`src/rtl/core/grrna_pkg.sv`:
```
// ----------------------------------------------------------------------------
// grrna_pkg
// Shared constants, codes and controller/datapath interface types of the
// group round-robin node allocator.
// ----------------------------------------------------------------------------
`default_nettype none

package grrna_pkg;

  // Machine size limits.
  localparam int MAX_GROUPS      = 16;
  localparam int MAX_GROUP_NODES = 16;
  localparam int MAX_JOB         = 64;
  localparam int NODE_SLOTS      = MAX_GROUPS * MAX_GROUP_NODES;

  // Field and register widths.
  localparam int NODE_W    = 8;
  localparam int SIZE_W    = 7;
  localparam int CFG_W     = 5;
  localparam int CFG_IDX_W = 1;

  // The free map is stored as rows of node bits.
  localparam int ROW_BITS = 16;
  localparam int ROWS     = NODE_SLOTS / ROW_BITS;
  localparam int ROW_W    = $clog2(ROWS);
  localparam int COL_W    = $clog2(ROW_BITS);

  // Scan pointers and counters.
  localparam int GP_W  = $clog2(MAX_GROUPS);
  localparam int LP_W  = $clog2(MAX_GROUP_NODES) + 1;
  localparam int CNT_W = $clog2(NODE_SLOTS) + 1;

  // Operation codes.
  localparam logic OP_SET   = 1'b0;
  localparam logic OP_ALLOC = 1'b1;

  // Configuration register indexes.
  localparam logic [CFG_IDX_W-1:0] CFG_NUM_GROUPS      = 1'b0;
  localparam logic [CFG_IDX_W-1:0] CFG_NODES_PER_GROUP = 1'b1;

  // Controller states.
  typedef enum logic [3:0] {
    S_IDLE,
    S_UPD_RD,
    S_UPD_WR,
    S_DECIDE,
    S_CNT_RD,
    S_CNT_ACC,
    S_CNT_CHK,
    S_FAIL,
    S_ENTER,
    S_PROBE,
    S_CHECK
  } ctrl_state_e;

  // Commands from the controller to the datapath.
  typedef struct packed {
    logic capture;
    logic upd_rd;
    logic upd_wr;
    logic cnt_rd;
    logic cnt_acc;
    logic scan_init;
    logic enter;
    logic skip_group;
    logic next_node;
    logic pick;
    logic fail;
  } dp_cmd_t;

  // Status from the datapath to the controller.
  typedef struct packed {
    logic size_zero;
    logic size_big;
    logic cnt_last;
    logic too_few;
    logic grp_done;
    logic node_free;
    logic job_last;
    logic out_free;
  } dp_status_t;

endpackage

`default_nettype wire

```
`src/rtl/core/group_round_robin_node_allocator.sv`:
```
// ----------------------------------------------------------------------------
// group_round_robin_node_allocator
// Keeps a free map of up to 256 nodes and hands out node indices for jobs,
// rotating over groups of nodes.
// ----------------------------------------------------------------------------
// One transaction is handled at a time. A status update (op 0) is a
// read-modify-write of one 16-node row of the free-map memory, and gives no
// result. A job request (op 1) first counts the free nodes of the machine by
// sweeping the 16 rows of the free map. A job with too few free nodes then
// gives a failure result, and a job that fits goes on to the scan. An
// oversized job gives its failure result without the count, and an empty
// job frees the block without a result. The scan enters each group in turn,
// probes its nodes with one memory read per probe, and passes on a group in
// which no usable node is left. Each pick waits while the previous result is
// stalled in the output register. A result that waits in the output register
// does not keep the block from taking the next request. Reset leaves every
// node free.
// ----------------------------------------------------------------------------
`default_nettype none

module group_round_robin_node_allocator import grrna_pkg::*; (
  input  wire logic                 clk_i,
  input  wire logic                 rst_ni,
  // Configuration port.
  input  wire logic                 cfg_we_i,
  input  wire logic [CFG_IDX_W-1:0] cfg_idx_i,
  input  wire logic [CFG_W-1:0]     cfg_data_i,
  // Request channel.
  input  wire logic                 in_valid_i,
  output logic                      in_ready_o,
  input  wire logic                 op_i,
  input  wire logic [NODE_W-1:0]    node_i,
  input  wire logic                 is_free_i,
  input  wire logic [SIZE_W-1:0]    job_size_i,
  // Result channel.
  output logic                      out_valid_o,
  input  wire logic                 out_ready_i,
  output logic      [NODE_W-1:0]    node_index_o,
  output logic                      ok_o,
  output logic                      last_o
);

  dp_cmd_t    cmd;
  dp_status_t status;

  grrna_ctrl u_ctrl (
    .clk_i     (clk_i),
    .rst_ni    (rst_ni),
    .in_valid_i(in_valid_i),
    .op_i      (op_i),
    .in_ready_o(in_ready_o),
    .status_i  (status),
    .cmd_o     (cmd)
  );

  grrna_dp u_dp (
    .clk_i       (clk_i),
    .rst_ni      (rst_ni),
    .cfg_we_i    (cfg_we_i),
    .cfg_idx_i   (cfg_idx_i),
    .cfg_data_i  (cfg_data_i),
    .node_i      (node_i),
    .is_free_i   (is_free_i),
    .job_size_i  (job_size_i),
    .cmd_i       (cmd),
    .status_o    (status),
    .out_ready_i (out_ready_i),
    .out_valid_o (out_valid_o),
    .node_index_o(node_index_o),
    .ok_o        (ok_o),
    .last_o      (last_o)
  );

  // A failure result always closes its job.
  a_fail_is_last : assert property (@(posedge clk_i) disable iff (!rst_ni)
    out_valid_o && !ok_o |-> last_o)
    else $error("failure result without last");

  // A failure result carries node zero.
  a_fail_node_zero : assert property (@(posedge clk_i) disable iff (!rst_ni)
    out_valid_o && !ok_o |-> node_index_o == '0)
    else $error("failure result with nonzero node");

  // A status update keeps the block busy for its write-back.
  a_update_busy : assert property (@(posedge clk_i) disable iff (!rst_ni)
    in_valid_i && in_ready_o && op_i == OP_SET |=> !in_ready_o)
    else $error("request taken during a status update");

endmodule

`default_nettype wire

```
`src/rtl/core/grrna_ram.sv`:
```
// ----------------------------------------------------------------------------
// grrna_ram
// Generic single-write, single-read RAM with a registered read port.
// ----------------------------------------------------------------------------
`default_nettype none

module grrna_ram #(
  parameter int WIDTH = 16,
  parameter int DEPTH = 16
) (
  input  wire logic                     clk_i,
  input  wire logic                     we_i,
  input  wire logic [$clog2(DEPTH)-1:0] waddr_i,
  input  wire logic [WIDTH-1:0]         wdata_i,
  input  wire logic [$clog2(DEPTH)-1:0] raddr_i,
  output logic      [WIDTH-1:0]         rdata_o
);

  logic [WIDTH-1:0] mem_q [DEPTH];
  logic [WIDTH-1:0] rdata_q;

  // Write port.
  always_ff @(posedge clk_i) begin
    if (we_i) begin
      mem_q[waddr_i] <= wdata_i;
    end
  end

  // Registered read port.
  always_ff @(posedge clk_i) begin
    rdata_q <= mem_q[raddr_i];
  end

  assign rdata_o = rdata_q;

endmodule

`default_nettype wire

```
`src/rtl/core/grrna_dp.sv`:
```
// ----------------------------------------------------------------------------
// grrna_dp
// Datapath of the node allocator: configuration registers, the free-map
// memory, the free-node counter, the round-robin scan pointers and the
// result register.
// ----------------------------------------------------------------------------
`default_nettype none

module grrna_dp import grrna_pkg::*; (
  input  wire logic                 clk_i,
  input  wire logic                 rst_ni,
  // Configuration writes.
  input  wire logic                 cfg_we_i,
  input  wire logic [CFG_IDX_W-1:0] cfg_idx_i,
  input  wire logic [CFG_W-1:0]     cfg_data_i,
  // Input transaction payload.
  input  wire logic [NODE_W-1:0]    node_i,
  input  wire logic                 is_free_i,
  input  wire logic [SIZE_W-1:0]    job_size_i,
  // Controller interface.
  input  wire dp_cmd_t              cmd_i,
  output dp_status_t                status_o,
  // Result channel.
  input  wire logic                 out_ready_i,
  output logic                      out_valid_o,
  output logic      [NODE_W-1:0]    node_index_o,
  output logic                      ok_o,
  output logic                      last_o
);

  // Clamp a configuration value to the range 1 .. hi.
  function automatic logic [CFG_W-1:0] clamp_cfg(logic [CFG_W-1:0] v, logic [CFG_W-1:0] hi);
    logic [CFG_W-1:0] r;
    if (v == '0) begin
      r = CFG_W'(1);
    end else if (v > hi) begin
      r = hi;
    end else begin
      r = v;
    end
    return r;
  endfunction

  logic [CFG_W-1:0]    num_groups_q, nodes_per_group_q;
  logic [CFG_W-1:0]    g_eff, p_eff;
  logic [CNT_W-1:0]    limit;

  logic [NODE_W-1:0]   node_q;
  logic                is_free_q;
  logic [SIZE_W-1:0]   size_q;

  logic [ROWS-1:0]     row_valid_q;
  logic [ROW_W-1:0]    rd_row_q;
  logic [ROW_W-1:0]    raddr;
  logic [ROW_BITS-1:0] rdata, row_eff, wdata;

  logic [ROW_W-1:0]    row_q;
  logic [CNT_W-1:0]    acc_q;
  logic [COL_W:0]      pop;

  logic [GP_W-1:0]     gp_q, gp_next;
  logic [CFG_W-1:0]    gp_inc;
  logic [LP_W-1:0]     lp_q;
  logic [LP_W-1:0]     resume_q [MAX_GROUPS];
  logic [SIZE_W-1:0]   picks_q;
  logic [CNT_W-1:0]    idx_full;
  logic [NODE_W-1:0]   idx;

  logic                out_valid_q, ok_q, last_q;
  logic [NODE_W-1:0]   node_index_q;
  logic                out_load;

  // Configuration registers.
  always_ff @(posedge clk_i or negedge rst_ni) begin
    if (!rst_ni) begin
      num_groups_q      <= CFG_W'(MAX_GROUPS);
      nodes_per_group_q <= CFG_W'(MAX_GROUP_NODES);
    end else if (cfg_we_i) begin
      unique case (cfg_idx_i)
        CFG_NUM_GROUPS:      num_groups_q      <= cfg_data_i;
        CFG_NODES_PER_GROUP: nodes_per_group_q <= cfg_data_i;
        default: ;
      endcase
    end
  end

  // Effective machine shape and node index of the scan position.
  assign g_eff    = clamp_cfg(num_groups_q, CFG_W'(MAX_GROUPS));
  assign p_eff    = clamp_cfg(nodes_per_group_q, CFG_W'(MAX_GROUP_NODES));
  assign limit    = CNT_W'({{(CNT_W-CFG_W){1'b0}}, g_eff} * {{(CNT_W-CFG_W){1'b0}}, p_eff});
  assign idx_full = CNT_W'({{(CNT_W-GP_W){1'b0}}, gp_q} * {{(CNT_W-CFG_W){1'b0}}, p_eff})
                  + {{(CNT_W-LP_W){1'b0}}, lp_q};
  assign idx      = idx_full[NODE_W-1:0];

  // Captured request fields.
  always_ff @(posedge clk_i) begin
    if (cmd_i.capture) begin
      node_q    <= node_i;
      is_free_q <= is_free_i;
      size_q    <= job_size_i;
    end
  end

  // Free-map read address: status update, counting sweep, or scan probe.
  always_comb begin
    if (cmd_i.upd_rd) begin
      raddr = node_q[NODE_W-1:COL_W];
    end else if (cmd_i.cnt_rd) begin
      raddr = row_q;
    end else begin
      raddr = idx[NODE_W-1:COL_W];
    end
  end

  grrna_ram #(
    .WIDTH(ROW_BITS),
    .DEPTH(ROWS)
  ) u_free_map (
    .clk_i  (clk_i),
    .we_i   (cmd_i.upd_wr),
    .waddr_i(node_q[NODE_W-1:COL_W]),
    .wdata_i(wdata),
    .raddr_i(raddr),
    .rdata_o(rdata)
  );

  // A row that was never written holds all nodes free.
  always_ff @(posedge clk_i or negedge rst_ni) begin
    if (!rst_ni) begin
      row_valid_q <= '0;
    end else if (cmd_i.upd_wr) begin
      row_valid_q[node_q[NODE_W-1:COL_W]] <= 1'b1;
    end
  end

  always_ff @(posedge clk_i) begin
    rd_row_q <= raddr;
  end

  assign row_eff = row_valid_q[rd_row_q] ? rdata : '1;

  // Read-modify-write of one node's free bit.
  always_comb begin
    wdata = row_eff;
    wdata[node_q[COL_W-1:0]] = is_free_q;
  end

  // Free nodes of the current row that lie inside the machine.
  always_comb begin
    pop = '0;
    for (int b = 0; b < ROW_BITS; b++) begin
      if ({1'b0, row_q, COL_W'(b)} < limit) begin
        pop = pop + (COL_W + 1)'(row_eff[b]);
      end
    end
  end

  // Counting sweep over the rows.
  always_ff @(posedge clk_i) begin
    if (cmd_i.capture) begin
      row_q <= '0;
      acc_q <= '0;
    end else if (cmd_i.cnt_acc) begin
      row_q <= row_q + ROW_W'(1);
      acc_q <= acc_q + CNT_W'(pop);
    end
  end

  // Next group, wrapping at the number of groups.
  assign gp_inc  = CFG_W'(gp_q) + CFG_W'(1);
  assign gp_next = (gp_inc < g_eff) ? gp_inc[GP_W-1:0] : '0;

  // Round-robin scan pointers. Each group remembers where its scan stopped,
  // since the picked nodes of a group are always its first free nodes.
  always_ff @(posedge clk_i) begin
    if (cmd_i.scan_init) begin
      gp_q    <= '0;
      picks_q <= '0;
      for (int i = 0; i < MAX_GROUPS; i++) begin
        resume_q[i] <= '0;
      end
    end else if (cmd_i.enter) begin
      lp_q <= resume_q[gp_q];
    end else if (cmd_i.skip_group) begin
      resume_q[gp_q] <= lp_q;
      gp_q           <= gp_next;
    end else if (cmd_i.next_node) begin
      lp_q <= lp_q + LP_W'(1);
    end else if (cmd_i.pick) begin
      resume_q[gp_q] <= lp_q + LP_W'(1);
      gp_q           <= gp_next;
      picks_q        <= picks_q + SIZE_W'(1);
    end
  end

  // Result register.
  assign out_load = cmd_i.pick | cmd_i.fail;

  always_ff @(posedge clk_i or negedge rst_ni) begin
    if (!rst_ni) begin
      out_valid_q <= 1'b0;
    end else if (out_load) begin
      out_valid_q <= 1'b1;
    end else if (out_ready_i) begin
      out_valid_q <= 1'b0;
    end
  end

  always_ff @(posedge clk_i) begin
    if (out_load) begin
      node_index_q <= cmd_i.pick ? idx : '0;
      ok_q         <= cmd_i.pick;
      last_q       <= cmd_i.pick ? status_o.job_last : 1'b1;
    end
  end

  assign out_valid_o  = out_valid_q;
  assign node_index_o = node_index_q;
  assign ok_o         = ok_q;
  assign last_o       = last_q;

  // Status to the controller.
  assign status_o.size_zero = (size_q == '0);
  assign status_o.size_big  = (size_q > SIZE_W'(MAX_JOB));
  assign status_o.cnt_last  = (row_q == ROW_W'(ROWS - 1));
  assign status_o.too_few   = (acc_q < CNT_W'(size_q));
  assign status_o.grp_done  = (lp_q >= LP_W'(p_eff));
  assign status_o.node_free = row_eff[idx[COL_W-1:0]];
  assign status_o.job_last  = ((picks_q + SIZE_W'(1)) == size_q);
  assign status_o.out_free  = ~out_valid_q | out_ready_i;

endmodule

`default_nettype wire

```
`src/rtl/core/grrna_ctrl.sv`:
```
// ----------------------------------------------------------------------------
// grrna_ctrl
// Controller of the node allocator: sequences status updates, the free-node
// count and the round-robin pick scan.
// ----------------------------------------------------------------------------
`default_nettype none

module grrna_ctrl import grrna_pkg::*; (
  input  wire logic       clk_i,
  input  wire logic       rst_ni,
  input  wire logic       in_valid_i,
  input  wire logic       op_i,
  output logic            in_ready_o,
  input  wire dp_status_t status_i,
  output dp_cmd_t         cmd_o
);

  ctrl_state_e state_q, state_d;
  logic        accept;

  assign in_ready_o = (state_q == S_IDLE);
  assign accept     = in_valid_i & in_ready_o;

  // State register.
  always_ff @(posedge clk_i or negedge rst_ni) begin
    if (!rst_ni) begin
      state_q <= S_IDLE;
    end else begin
      state_q <= state_d;
    end
  end

  // Next-state logic.
  always_comb begin
    state_d = state_q;
    unique case (state_q)
      S_IDLE: begin
        if (accept) begin
          state_d = (op_i == OP_ALLOC) ? S_DECIDE : S_UPD_RD;
        end
      end
      S_UPD_RD: state_d = S_UPD_WR;
      S_UPD_WR: state_d = S_IDLE;
      S_DECIDE: begin
        if (status_i.size_zero) begin
          state_d = S_IDLE;
        end else if (status_i.size_big) begin
          state_d = S_FAIL;
        end else begin
          state_d = S_CNT_RD;
        end
      end
      S_CNT_RD:  state_d = S_CNT_ACC;
      S_CNT_ACC: state_d = status_i.cnt_last ? S_CNT_CHK : S_CNT_RD;
      S_CNT_CHK: state_d = status_i.too_few ? S_FAIL : S_ENTER;
      S_FAIL: begin
        if (status_i.out_free) begin
          state_d = S_IDLE;
        end
      end
      S_ENTER: state_d = S_PROBE;
      S_PROBE: state_d = status_i.grp_done ? S_ENTER : S_CHECK;
      S_CHECK: begin
        if (!status_i.node_free) begin
          state_d = S_PROBE;
        end else if (status_i.out_free) begin
          state_d = status_i.job_last ? S_IDLE : S_ENTER;
        end
      end
      default: state_d = S_IDLE;
    endcase
  end

  // Command outputs.
  always_comb begin
    cmd_o         = '0;
    cmd_o.capture = accept;
    unique case (state_q)
      S_IDLE:    ;
      S_UPD_RD:  cmd_o.upd_rd = 1'b1;
      S_UPD_WR:  cmd_o.upd_wr = 1'b1;
      S_DECIDE:  ;
      S_CNT_RD:  cmd_o.cnt_rd = 1'b1;
      S_CNT_ACC: cmd_o.cnt_acc = 1'b1;
      S_CNT_CHK: cmd_o.scan_init = ~status_i.too_few;
      S_FAIL:    cmd_o.fail = status_i.out_free;
      S_ENTER:   cmd_o.enter = 1'b1;
      S_PROBE:   cmd_o.skip_group = status_i.grp_done;
      S_CHECK: begin
        cmd_o.next_node = ~status_i.node_free;
        cmd_o.pick      = status_i.node_free & status_i.out_free;
      end
      default: ;
    endcase
  end

endmodule

`default_nettype wire

```
`config.mk`:
```
export PLATFORM = sky130hd
export DESIGN_NAME = group_round_robin_node_allocator
export DESIGN_NICKNAME = d
export VERILOG_FILES = /design/src/rtl/core/grrna_pkg.sv /design/src/rtl/core/group_round_robin_node_allocator.sv /design/src/rtl/core/grrna_ram.sv /design/src/rtl/core/grrna_dp.sv /design/src/rtl/core/grrna_ctrl.sv
export SDC_FILE = /design/constraint.sdc
export NUM_CORES = 1
export LEC_CHECK = 0
export BUFFER_PORTS_ARGS = -buffer_cell sky130_fd_sc_hd__clkbuf_2
export CAP_MARGIN = 20
export CORE_ASPECT_RATIO = 1.1
export CORE_UTILIZATION = 50
export CTS_CLUSTER_SIZE = 24
export DETAILED_ROUTE_END_ITERATION = 10
export PLACE_DENSITY_LB_ADDON = 0.1
export SLEW_MARGIN = 20
export SYNTH_ARGS = -nofsm -noshare
export SYNTH_HDL_FRONTEND = slang
export SYNTH_SLANG_ARGS = --single-unit
```
`constraint.sdc`:
```
create_clock -name clk_i -period 16.76 [get_ports clk_i]
set_input_delay 3.352 -clock clk_i [delete_from_list [all_inputs] [get_ports clk_i]]
set_output_delay 3.352 -clock clk_i [all_outputs]
set_load 0.05 [all_outputs]
```
-- Word-level counts from Yosys, hierarchy flattened
Memory sizes are Yosys's and may differ from the RTL's. A register that Yosys moved wholly into a read port is not among the register bits.
Index checks and enable logic that the tools add are counted.
- add/sub/neg operators: 21
- $mul: 2
- div/mod/pow operators: 0
- $lt $le $gt $ge: 28
- equality and inequality tests: 17
- shift-type cells: 0
- muxes and demuxes: 82
- bitwise gates (word level): 14
- reductions and logical operators: 16
- operator list (kind ; count):
    8-bit by 9-bit less-than comparator with 1-bit output ; 16
    5-bit 2-to-1 mux ; 24
    5-bit by 1-bit adder with 5-bit output ; 14
    4-bit 2-to-1 mux ; 16
    4-bit one-hot mux with 10 select lines ; 1
    1-bit 2-to-1 mux ; 30
    4-bit by 5-bit less-than comparator with 1-bit output (second input constant) ; 4
    16-bit bitwise mux ; 1
    4-bit by 3-bit equality test with 1-bit output (second input constant) ; 4
    4-bit equality test (second input constant) ; 4
    16-bit 2-to-1 mux ; 1
    16-bit bitwise OR ; 1
    5-bit greater-than comparator (second input constant) ; 2
    5-bit zero test ; 2
    2-bit 2-to-1 mux ; 5
    9-bit by 5-bit adder with 9-bit output ; 1
    9-bit by 7-bit less-than comparator with 1-bit output ; 1
    5-bit by 5-bit multiplier with 9-bit output ; 1
    3-bit AND reduction ; 3
    8-bit by 5-bit adder with 8-bit output ; 1
    1-bit binary-select mux with 4-bit select ; 2
    1-bit demux with 4-bit select ; 2
    4-bit by 2-bit equality test with 1-bit output (second input constant) ; 2
    4-bit by 1-bit greater-or-equal comparator with 1-bit output (second input constant) ; 2
    other kinds (24) ; 40
- flip-flop bits (word level): 90
- latch bits: 0
- memory bits (writable): 336
- bits in read-only memories: 0
- input bits: 28
- output and inout port bits: 12
- logic and storage cells: 199
- memories: 2
- memories (memory ; words ; bits a word ; read ports ; clocked after Yosys merged registers in ; wr ports ; RTL line ; source):
    u_dp.u_free_map.mem_q ; 16 ; 16 ; 1 ; 1 ; 1 ; grrna_ram.sv:19 ; logic [WIDTH-1:0] mem_q [DEPTH];
    u_dp.resume_q ; 16 ; 5 ; 1 ; 1 ; 16 ; grrna_dp.sv:64 ; logic [LP_W-1:0] resume_q [MAX_GROUPS];

-- Longest topological paths before layout
- depth after elaboration: 37
- mapped depth: 74
- depth with buffers taken out: 73

-- Cells and area by module
A second synthesis with hierarchy kept.
- cell total of the unflattened synthesis: 1655
- area total of the unflattened synthesis: 22529.1 sq um
- modules (own cells, without submodules) (module ; times used ; cells each ; area each (sq um) ; seq. area each (sq um)):
    grrna_dp ; 1 ; 1157 ; 12007.8 ; 4652.0
    grrna_ram ; 1 ; 432 ; 10043.4 ; 8007.7
    grrna_ctrl ; 1 ; 66 ; 478.0 ; 100.1

-- Worst setup path before layout
No wires, ideal clock.
- path type: register to register
- from: register u_dp.num_groups_q[1]
- to: register u_dp.acc_q[8]
- library setup time: 154 ps
- arrival time: 13963 ps
- setup slack: 2643 ps
- cell stages (with the launch flop): 68
- period minus slack after synthesis: 14117 ps
- cell sequence: dfrtp_1 > nor3_1 > nor2_1 > nor2_1 > nand2_1 > fa_1 > fa_1 > fa_1 > inv_1 > ha_1 > nor2b_1 > o21ai_0 > nand2b_1 > xnor2_1 > ha_1 > a21o_1 > a21oi_1 > o31a_2 > [... 32 more ...] > mux2_2 > ha_1 > mux2i_1 > a22oi_1 > ha_1 > mux2_2 > ha_1 > mux2_2 > ha_1 > mux2_2 > fa_1 > a21o_1 > a21o_1 > a21oi_1 > nor2_1 > nand3_1 > xor2_1 > nor2_1
- cells in the longest elaborated chain, start to end: 37
- RTL lines (what ; RTL line ; source):
    start: declaration ; grrna_dp.sv:44 ; logic [CFG_W-1:0] num_groups_q, nodes_per_group_q;
    start signal: assignment ; grrna_dp.sv:76 ; num_groups_q <= CFG_W'(MAX_GROUPS);
    start signal: assignment ; grrna_dp.sv:80 ; CFG_NUM_GROUPS: num_groups_q <= cfg_data_i;
    5-bit greater-than comparator ; grrna_dp.sv:36 ; end else if (v > hi) begin
    5-bit 2-to-1 mux ; grrna_dp.sv:36 ;
    5-bit 2-to-1 mux (*) ; grrna_dp.sv:34 ; if (v == '0) begin
    5-bit by 5-bit multiplier with 9-bit output (*) ; grrna_dp.sv:90 ; assign limit = CNT_W'({{(CNT_W-CFG_W){1'b0}}, g_eff} * {{(CNT_W-CFG_W){1'b0}}, p_eff});
    8-bit by 9-bit less-than comparator with 1-bit output ; grrna_dp.sv:152 ; if ({1'b0, row_q, COL_W'(b)} < limit) begin
    1-bit 2-to-1 mux ; grrna_dp.sv:152 ;
    1-bit by 1-bit adder with 2-bit output ; grrna_dp.sv:153 ; pop = pop + (COL_W + 1)'(row_eff[b]);
    5-bit 2-to-1 mux ; grrna_dp.sv:152 ;
    [... 21 more ...] ; n/a ;
    5-bit 2-to-1 mux ; grrna_dp.sv:152 ;
    5-bit by 1-bit adder with 5-bit output ; grrna_dp.sv:153 ;
    5-bit 2-to-1 mux ; grrna_dp.sv:152 ;
    5-bit by 1-bit adder with 5-bit output ; grrna_dp.sv:153 ;
    5-bit 2-to-1 mux ; grrna_dp.sv:152 ;
    5-bit by 1-bit adder with 5-bit output ; grrna_dp.sv:153 ;
    5-bit 2-to-1 mux (*) ; grrna_dp.sv:152 ;
    9-bit by 5-bit adder with 9-bit output (*) ; grrna_dp.sv:165 ; acc_q <= acc_q + CNT_W'(pop);
    end signal: assignment ; grrna_dp.sv:165 ;
    end: declaration ; grrna_dp.sv:58 ; logic [CNT_W-1:0] acc_q;
Mark *: on every way between the ends. The rest lies on a longest branch, timed or not.
A chain may end at the register's enable or synchronous reset.

-- Worst setup path in the final report
Ends and elaborated chain as after synthesis.

==> run_results.csv <==
group,metric,value,unit
status,status,"finished, final reports clean",
timing,tightest_slew,1010,ps
min_path,worstHoldPathType,"flop to flop",
floorplanning,initial_core_util,50.9,%
layout,drive_above_1_share,14.1,%
synth,synth_cells,2005,
critical_path,endpoint_kind,"flop",
job,cap_violations,0,
critical_path,crit_end,"u_dp.acc_q[8]",
floorplanning,core_area,44700,µm²
cts,numCtsBuffers,47,
cts,post_cts_buffers,0,
timing,finalCritPeriodShare,92.8,%
min_path,min_path_cells,1,
critical_path,path_class,"flop to flop",
cts,cts-root-buf,"clkbuf_16",
synth,synthArstFlopShare,6.95,%
layout,syn2layout_area_growth,10.9,%
synth,synth_edf_count,367,
place,place.gp.congestion,0.933,
floorplanning,rows,81,
synth,ys.flop_type,"edfxtp_1",
cts,tritoncts,"yes",
global_routing,grt_use_total,24.8,%
cts,clk_latency,600,ps
timing,setup_viol,0,
route,vias_per_cell,5.87,
critical_path,r2r-start,"u_dp.num_groups_q[1]",
critical_path,critPathLaunch,"u_dp.num_groups_q[1]",
critical_path,crit_fanout,10,
route,drc,0,
floorplanning,dieArea,46300,µm²
route,first_pass_iters,5,
timing,relSlewSlack,30.9,%
floorplanning,die_w,205,µm
cts,htreeDepth,2,
timing,finalCriticalPeriod,15550,ps
min_path,worstHoldStart,"u_dp.row_valid_q[7]",
synth,synth_cell_types,91,
layout,num_antenna_cells,0,
critical_path,slowest_delay,590,ps
cts,cts.sinks,446,
timing,finalSetupTns,0,ps
floorplanning,die_h,226,µm
critical_path,cp-start-kind,"flop",
layout,fill_cells,3711,
synth,ys_seq_elements,446,
timing,slew_violations,0,
timing,fmax,64.3,MHz
global_routing,grt_pass1_vias,15100,
global_routing,grt_max_degree,83,
cts,postCtsResizedCells,0,
timing,final_hold_viol_count,0,
synth,ys_seq_area_share,56.1,%
route,drt_iter0_markers,1401,
critical_path,r2r_end,"u_dp.acc_q[8]",
critical_path,critPathMostFrequentCell,"ha_1",
timing,clock-skew-final,22.9,ps
cts,clkTransAtPathRegs,60,ps
synth,synth_area,22700,µm²
critical_path,rrSetupSlack,1210,ps
cts,cts.hold.buffers_added,0,
global_routing,grt_pass1_wl,86400,µm
critical_path,slowest_stage,"a21oi_1",
critical_path,rr_worst_depth,67,
synth,yosys_warnings,0,
route,wl_per_cell,21.5,µm
floorplanning,ios,40,
layout,nets,2170,
route,routed_wl,56900,µm
cts,cts_max_path_buffers,3,
place,io_buffers,39,
critical_path,arrival,16000,ps
synth,syn_area_per_cell,11.3,µm²
synth,synth_nets,2146,
timing,rsz0062_at_grt,"no",
critical_path,required,17220,ps
global_routing,grt_antenna_before_repair,0,
route,antenna_left,0,
place,hpwl,37000,µm
global_routing,overflow,0,
route,vias,15500,
area by class of cell:
| class | count | area (µm²) | share of cell area [%] |
|---|---|---|---|
| Sequential cell | 446 | 12800 | 50.6 |
| Multi-Input combinational cell | 1411 | 9500 | 37.7 |
| Clock buffer | 61 | 1330 | 5.28 |
| Tap cell | 581 | 727 | 2.88 |
| Timing Repair Buffer | 67 | 425 | 1.69 |
| Clock inverter | 26 | 268 | 1.06 |
| Inverter | 56 | 213 | 0.843 |
sequential cells by signal, summed over array words and instances (netlist names), 7 cells and up, named ones only:
register / cells
u_dp.acc_q: 9
u_dp.picks_q: 7
u_dp.row_valid_q: 16
u_dp.u_free_map.rdata_o: 16
u_dp.node_index_o: 8
u_dp.size_q: 7
u_dp.resume_q: 80
u_dp.u_free_map.mem_q: 256
u_dp.node_q: 8
layer usage:
metal | track usage, % | routed length (µm) | share of wire, % | vias to the layer above
met4 | 9.65 | 1920 | 3.4 | 0
met5 | 0 | 0 | 0 | -
li1 | - | - | - | 7300
met3 | 3.88 | 3330 | 5.8 | 110
met2 | 40.9 | 27300 | 48 | 470
met1 | 32.7 | 24400 | 43 | 7655
cells in the final DEF, fill, tap and decap left out, types with 26 or more instances in the layout:
| cell | netlist | routed |
|---|---|---|
| a21oi_1 | 53 | 52 |
| a311oi_1 | 49 | 49 |
| a31oi_1 | 26 | 26 |
| and3_1 | 38 | 38 |
| buf_4 | 0 | 27 |
| clkbuf_16 | 0 | 49 |
| clkbuf_2 | 0 | 39 |
| dfrtp_1 | 29 | 29 |
| dfxtp_1 | 48 | 48 |
| edfxtp_1 | 367 | 367 |
| ha_1 | 95 | 95 |
| inv_1 | 56 | 54 |
| mux2_2 | 38 | 38 |
| mux4_2 | 34 | 34 |
| nand2_1 | 384 | 384 |
| nand2b_1 | 37 | 37 |
| nand3_1 | 101 | 101 |
| nor2_1 | 195 | 182 |
| nor3_1 | 31 | 27 |
| o21ai_0 | 41 | 41 |
| xnor2_1 | 41 | 41 |
| xor2_1 | 26 | 26 |
kinds of logic after synthesis:
group,share of synthesized area [%]
AND/OR/NAND/NOR,17.5
flip-flops,56.1
AO/OA/AOI/OAI,7.59
buffers and inverters,2.60
adder cells (fa/ha/maj),6.81
multiplexers,6.04
XOR/XNOR,3.33
critical path, delay by kind of cell (launching register included):
kind,cells,cell delay (ps)
adders and majority gates,22,7510
AOI/OAI and AO/OA,17,3090
and+or+nand+nor,16,2010
muxes,7,1870
DFF,1,420
xor gates and xnor gates,2,290
buffers and inverters,3,190
how the worst min path moves through the flow:
stage	end	slack (ps)
after floorplan	u_dp.row_valid_q[12]	430
after global placement	u_dp.row_valid_q[1]	450
after detailed placement	u_dp.row_valid_q[10]	450
after CTS	u_dp.row_valid_q[15]	470
after global routing	u_dp.row_valid_q[13]	480
final	u_dp.row_valid_q[7]	470
synthesized netlist by cell type (23+ instances only):
cell,number,area [µm²]
a31oi_1,26,163
nand2b_1,37,231
mux4_2,34,766
mux2_2,38,428
edfxtp_1,367,11000
ha_1,95,1190
a21oi_1,53,265
dfrtp_1,29,726
o21ai_0,41,205
nand3_1,101,505
nand2_1,384,1440
or2_2,23,144
nor3_1,31,155
inv_1,56,210
clkbuf_1,77,289
dfxtp_1,48,961
xnor2_1,41,359
and3_1,38,238
nor2_1,195,732
a311oi_1,49,429
xor2_1,26,228
through the flow:
stage                     hold slack, ps  setup slack [ps]  std cells  area [µm²]  util, %
final                                468              1210       2648       25200     56.4
after global routing                 484               325       2648       25200     56.4
after CTS                            470              1320       2647       25200     56.4
after detailed placement             453              1390       2560       23600     52.8
after global placement               447              1740       2560       23600     52.8
after floorplan                      434              2640       2005       22700        -
Power is not shown: default switching activity piles up to over one toggle a cycle in this logic, so the estimate is an artifact.
